$ cat config.mk
export PLATFORM = sky130hd
export DESIGN_NAME = vbh_alu
export DESIGN_NICKNAME = d
export VERILOG_FILES = /design/src/rtl/vbh_pkg.sv /design/src/rtl/vbh_alu.sv
export SDC_FILE = /design/constraint.sdc
export NUM_CORES = 2
export LEC_CHECK = 0
export ABC_AREA = 1
export ABC_CLOCK_PERIOD_IN_PS = 9800
export BUFFER_PORTS_ARGS = -buffer_cell sky130_fd_sc_hd__buf_2
export CAP_MARGIN = 20
export CORE_MARGIN = 1
export CORE_UTILIZATION = 45
export DETAILED_ROUTE_END_ITERATION = 8
export PLACE_DENSITY = 0.64
export SLEW_MARGIN = 5
export SYNTH_ARGS = -nofsm -noshare
export SYNTH_HDL_FRONTEND = slang
export SYNTH_SLANG_ARGS = --single-unit
export TNS_END_PERCENT = 50
$ cat constraint.sdc
create_clock -name vclk -period 9.8
set_input_delay 0.49 -clock vclk [all_inputs]
set_output_delay 0.49 -clock vclk [all_outputs]
set_load 0.005 [all_outputs]
$ cat src/rtl/vbh_pkg.sv
`timescale 1ns / 1ps
// ----------------------------------------------------------------------------
// vbh_pkg
// Shared constants for the variable width bin histogram: command codes,
// count width and default sizes.
// ----------------------------------------------------------------------------
package vbh_pkg;

  localparam int NUM_BINS_DEF = 32;
  localparam int CNT_W        = 32;
  localparam int VAL_W        = 32;
  localparam int CMD_W        = 3;
  localparam int IDX_W        = 6;
  localparam int BIN_OUT_W    = 5;
  localparam int CFG_W        = 6;

  localparam logic [CFG_W-1:0] BINS_RESET = 6'd32;
  localparam logic [CNT_W-1:0] ONE_EVENT  = 32'h0000_0100;
  localparam logic [CNT_W-1:0] CNT_MAX    = 32'hFFFF_FFFF;

  localparam logic [CMD_W-1:0] CMD_SAMPLE     = 3'd0;
  localparam logic [CMD_W-1:0] CMD_WRITE_EDGE = 3'd1;
  localparam logic [CMD_W-1:0] CMD_CLEAR      = 3'd2;
  localparam logic [CMD_W-1:0] CMD_RESCALE    = 3'd3;
  localparam logic [CMD_W-1:0] CMD_ADD        = 3'd4;
  localparam logic [CMD_W-1:0] CMD_READ       = 3'd5;

endpackage

$ cat src/rtl/vbh_alu.sv
`timescale 1ns / 1ps
// ----------------------------------------------------------------------------
// vbh_alu
// Count arithmetic: saturating add, count times weight product, and the
// truncating, saturating Q16.16 rescale of a registered product.
// ----------------------------------------------------------------------------
module vbh_alu (
  input  logic [vbh_pkg::CNT_W-1:0]   add_a,
  input  logic [vbh_pkg::CNT_W-1:0]   add_b,
  output logic [vbh_pkg::CNT_W-1:0]   add_sum,
  input  logic [vbh_pkg::CNT_W-1:0]   mul_a,
  input  logic [vbh_pkg::CNT_W-1:0]   mul_b,
  output logic [2*vbh_pkg::CNT_W-1:0] mul_prod,
  input  logic [2*vbh_pkg::CNT_W-1:0] prod_in,
  output logic [vbh_pkg::CNT_W-1:0]   scaled
);

  logic [vbh_pkg::CNT_W:0] sum_wide;

  assign sum_wide = {1'b0, add_a} + {1'b0, add_b};
  assign add_sum  = sum_wide[vbh_pkg::CNT_W] ? vbh_pkg::CNT_MAX
                                             : sum_wide[vbh_pkg::CNT_W-1:0];

  assign mul_prod = {{vbh_pkg::CNT_W{1'b0}}, mul_a} * {{vbh_pkg::CNT_W{1'b0}}, mul_b};

  // drop 16 fraction bits, saturate if anything remains above bit 47
  assign scaled = (prod_in[63:48] != 16'd0) ? vbh_pkg::CNT_MAX : prod_in[47:16];

endmodule
==> reports/results.env <==
VIAS=32337
FMAX_GHz=0.123
FINALSETUPVIOLCOUNT=0
SYNTH_XOR_AREA_SHARE_PCT=1.14
FP.DIEAREA_MM2=0.0868
WORSTHOLDPATHTYPE='input port to primary output'
SYNTH_WARNINGS=0
SLOWEST_STAGE_DELAY_CP_NS=0.66
POST_SYNTH.CELL_AREA_AVG_UM2=7.06
RESULT_OF_THE_RUN='completed'
GP_CONGESTION=0.961
SYNTH_AREA_MM2=0.0385
CLOCKBUFFERCOUNT=0
WORST_PATH_MAX_DELAY_CELL='buf_2'
FF_LATCH_AREA_UM2=0
INSTANCES_NO_FILL=6719
MIN_FROM='prod_in[18]'
MAXCAPVIOLATIONS=0
CRITICAL_PATH.STARTPOINT_TYPE='input port'
SYNTH_SIMPLE_GATE_AREA_SHARE_PCT=20.8
SHARE_OF_POST_ROUTE_CELLS_WITH_DRIVE_STRENGTH_ABOVE_1_PCT=6.63
CORE.ROWCOUNT=106
LAYOUT_WORST_PATH_CYCLE_SHARE_PCT=82.9
FLOORPLAN.INITIALDENSITY_PCT=45.7
CRITICAL_PATH.CELL_CHAIN='buf_2 > nand2_1 > inv_1 > fa_1 > fa_1 > inv_1 > fa_1 > inv_1 > fa_1 > inv_1 > fa_1 > fa_1 > fa_1 > fa_1 > inv_1 > ha_1 > nand2_1 > nor2_1 > nand2_1 > o21bai_1 > inv_1 > nand2_1 > xor2_1 > buf_2'
GRT.OVERFLOW.TOTAL=0
RSZ0062_AT_GRT='no'
CTS.REPAIR_TIMING.SETUP_BUFFER_COUNT=0
FINALHOLDWORSTSLACK_NS=1.23
SYNTH-COMPOUND-AREA-SHARE_PCT=1.84
ANTENNA_VIOLATIONS_BEFORE_REPAIR=2
AREA_DELTA_SYNTH_FINAL_PCT=6.04
TIMING.SETUP.TNS_NS=0
IO_PINS=320
POST_CTS.RESIZED_INSTANCES=0
CRITPATHMOSTFREQUENTCELL='fa_1'
WORST-ENDPOINT-ARRIVAL_NS=7.64
GRT_MAX_DEGREE=33
WL_PER_CELL_UM=16.5
IO_BUFFERS=304
SYNTH-ADDER-AREA-SHARE_PCT=56.2
SLEW-LIMIT-HEADROOM_PCT=36.1
PLACEABLECOREAREA_MM2=0.0842
SYNTHESIS.INSTANCES=5460
GRT_FIRST_PASS_WIRELENGTH_MM=182
SYNTH_MUX_AREA_SHARE_PCT=0
POSTCTSHOLDBUFS=0
FP.DIEH_UM=295
SEQ_AREA_FRAC_SYNTH_PCT=0
LARGEST_FANOUT_ON_THE_CRITICAL_PATH=32
WORST-SETUP-PATH-TYPE='input port to primary output'
NNETSFINAL=6969
MAPPEDNETLISTNETS=6844
TOTALWIRELENGTH_MM=111
DETAIL_ROUTE.DRC_VIOLATIONS=0
TIGHTEST_PIN_TRANSITION_NS=0.959
TIMING_HOLD_VIOLATIONS_FINAL=0
WORSTSETUPENDPOINTTYPE='primary output'
DOMINANT_COMBINATIONAL_CELL_FAMILY_BY_AREA_AFTER_SYNTHESIS='adder cells'
FINALWORSTPATHREQUIREDPERIOD_NS=8.13
DRT_FIRST_ITER_VIOLATIONS=2014
DETAILEDPLACEMENTHPWL_MM=96.0
ANT_NETS=0
YOSYSUNIQUECELLTYPES=34
SEQ_CELLS=0
CP_DATA_REQUIRED_TIME_NS=9.31
GRT_USAGE_PCT=26.7
DIE_W_UM=295
REPORT.FINAL.SLEW_VIOL_COUNT=0
PLACED_CELLS=6716
TIMING.CRITICAL_PATH.FROM='mul_a[20]'
DRT-VIAS-PER-INSTANCE=4.81
GRT_PASS1_VIAS=34216
DRT-PASS1-ITER-COUNT=5
==> per-stage QoR <==
| stage | util, % | area, um^2 | setup WS, ns |
|---|---|---|---|
| final | 48.5 | 40900 | 1.67 |
| after global routing | 48.5 | 40900 | 1.25 |
| after CTS | 48.5 | 40800 | 1.74 |
| after detailed placement | 48.5 | 40800 | 1.80 |
| after global placement | 48.5 | 40800 | 1.80 |
| after floorplan | - | 38500 | 3.12 |
==> placed cells by master, fill, tap and decap left out <==
| master | instances |
|---|---|
| inv_1 | 1842 |
| nand2_1 | 1762 |
| fa_1 | 897 |
| buf_2 | 304 |
| ha_1 | 295 |
| nor2_1 | 131 |
| a21oi_1 | 84 |
| nand3_1 | 72 |
| xor2_1 | 44 |
| o21ai_0 | 27 |
| nor3_1 | 18 |
| buf_4 | 16 |
| nand3_2 | 15 |
| nand4_1 | 11 |
| o21bai_1 | 9 |
| nand2_2 | 8 |
| nor2_2 | 6 |
| inv_2 | 6 |
| xnor2_1 | 6 |
| nor3_2 | 5 |
| o21ai_1 | 4 |
| nor4_1 | 4 |
| or2_2 | 3 |
| diode_2 | 2 |
| nor2_4 | 2 |
| o21a_1 | 2 |
| a21o_1 | 2 |
| and2_1 | 1 |
| o21bai_2 | 1 |
| nand3b_1 | 1 |
| nor4_4 | 1 |
| nor3_4 | 1 |
| a21oi_4 | 1 |
| a31oi_1 | 1 |
| buf_16 | 1 |
==> path summary, 6_finish.rpt <==
kind	to	slack, ns	depth (start not counted)
worst max-delay path	mul_prod[35]	1.67	24
worst min-delay path	scaled[2]	1.23	4
==> routing by layer <==
metal / track usage, % / routed length, um
met1: 37.2 / 48700
met2: 45.7 / 53200
met5: 0 / 0
met3: 2.32 / 6760
met4: 4.85 / 2140
==> area by class of cell <==
type / instances / area [um^2]
timing repair buffer: 321 / 1670
multi-input combinational: 3414 / 30800
antenna: 2 / 5.00
inverter: 1848 / 6940
fill: 8648 / 43400
tap: 1134 / 1420
==> synth_stat cells, types with 2 or more instances <==
cell | n | area share (%)
inv_1 | 1842 | 18
o21ai_1 | 4 | 0.052
nand4_1 | 11 | 0.18
nor2_2 | 5 | 0.081
o21ai_0 | 27 | 0.35
o21a_1 | 2 | 0.039
nor3_1 | 18 | 0.23
fa_1 | 897 | 47
a21oi_1 | 84 | 1.1
nor3_2 | 5 | 0.13
xor2_1 | 44 | 1.0
ha_1 | 295 | 9.6
nand3_1 | 72 | 0.94
inv_2 | 6 | 0.058
a21o_1 | 2 | 0.039
o21bai_1 | 9 | 0.18
xnor2_1 | 6 | 0.14
nand3_2 | 15 | 0.39
nor2_4 | 2 | 0.058
nand2_1 | 1762 | 17
nor2_1 | 132 | 1.3
or2_2 | 3 | 0.049
buf_6 | 3 | 0.088
clkbuf_1 | 194 | 1.9
nand2_2 | 8 | 0.13
nor4_1 | 4 | 0.065
==> cell families (layout without fill, tap and decap cells) <==
logic type                 Yosys count  after routing
AOI/OAI and AO/OA                  131            131
xor gates and xnor gates            50             50
adders and majority gates         1192           1192
buffers and inverters             2046           2169
other                                0              2
and+or+nand+nor                   2041           2041
==> critical path: cells and delay by family <==
kind	cells	cell delay, ns
compound gates	1	0.19
xor+xnor	1	0.46
fa+ha+maj	9	4.51
buf+inv	8	1.27
simple gates	5	0.69
Power is not shown: default switching activity piles up to over one toggle a cycle in this logic, so the estimate is an artifact.
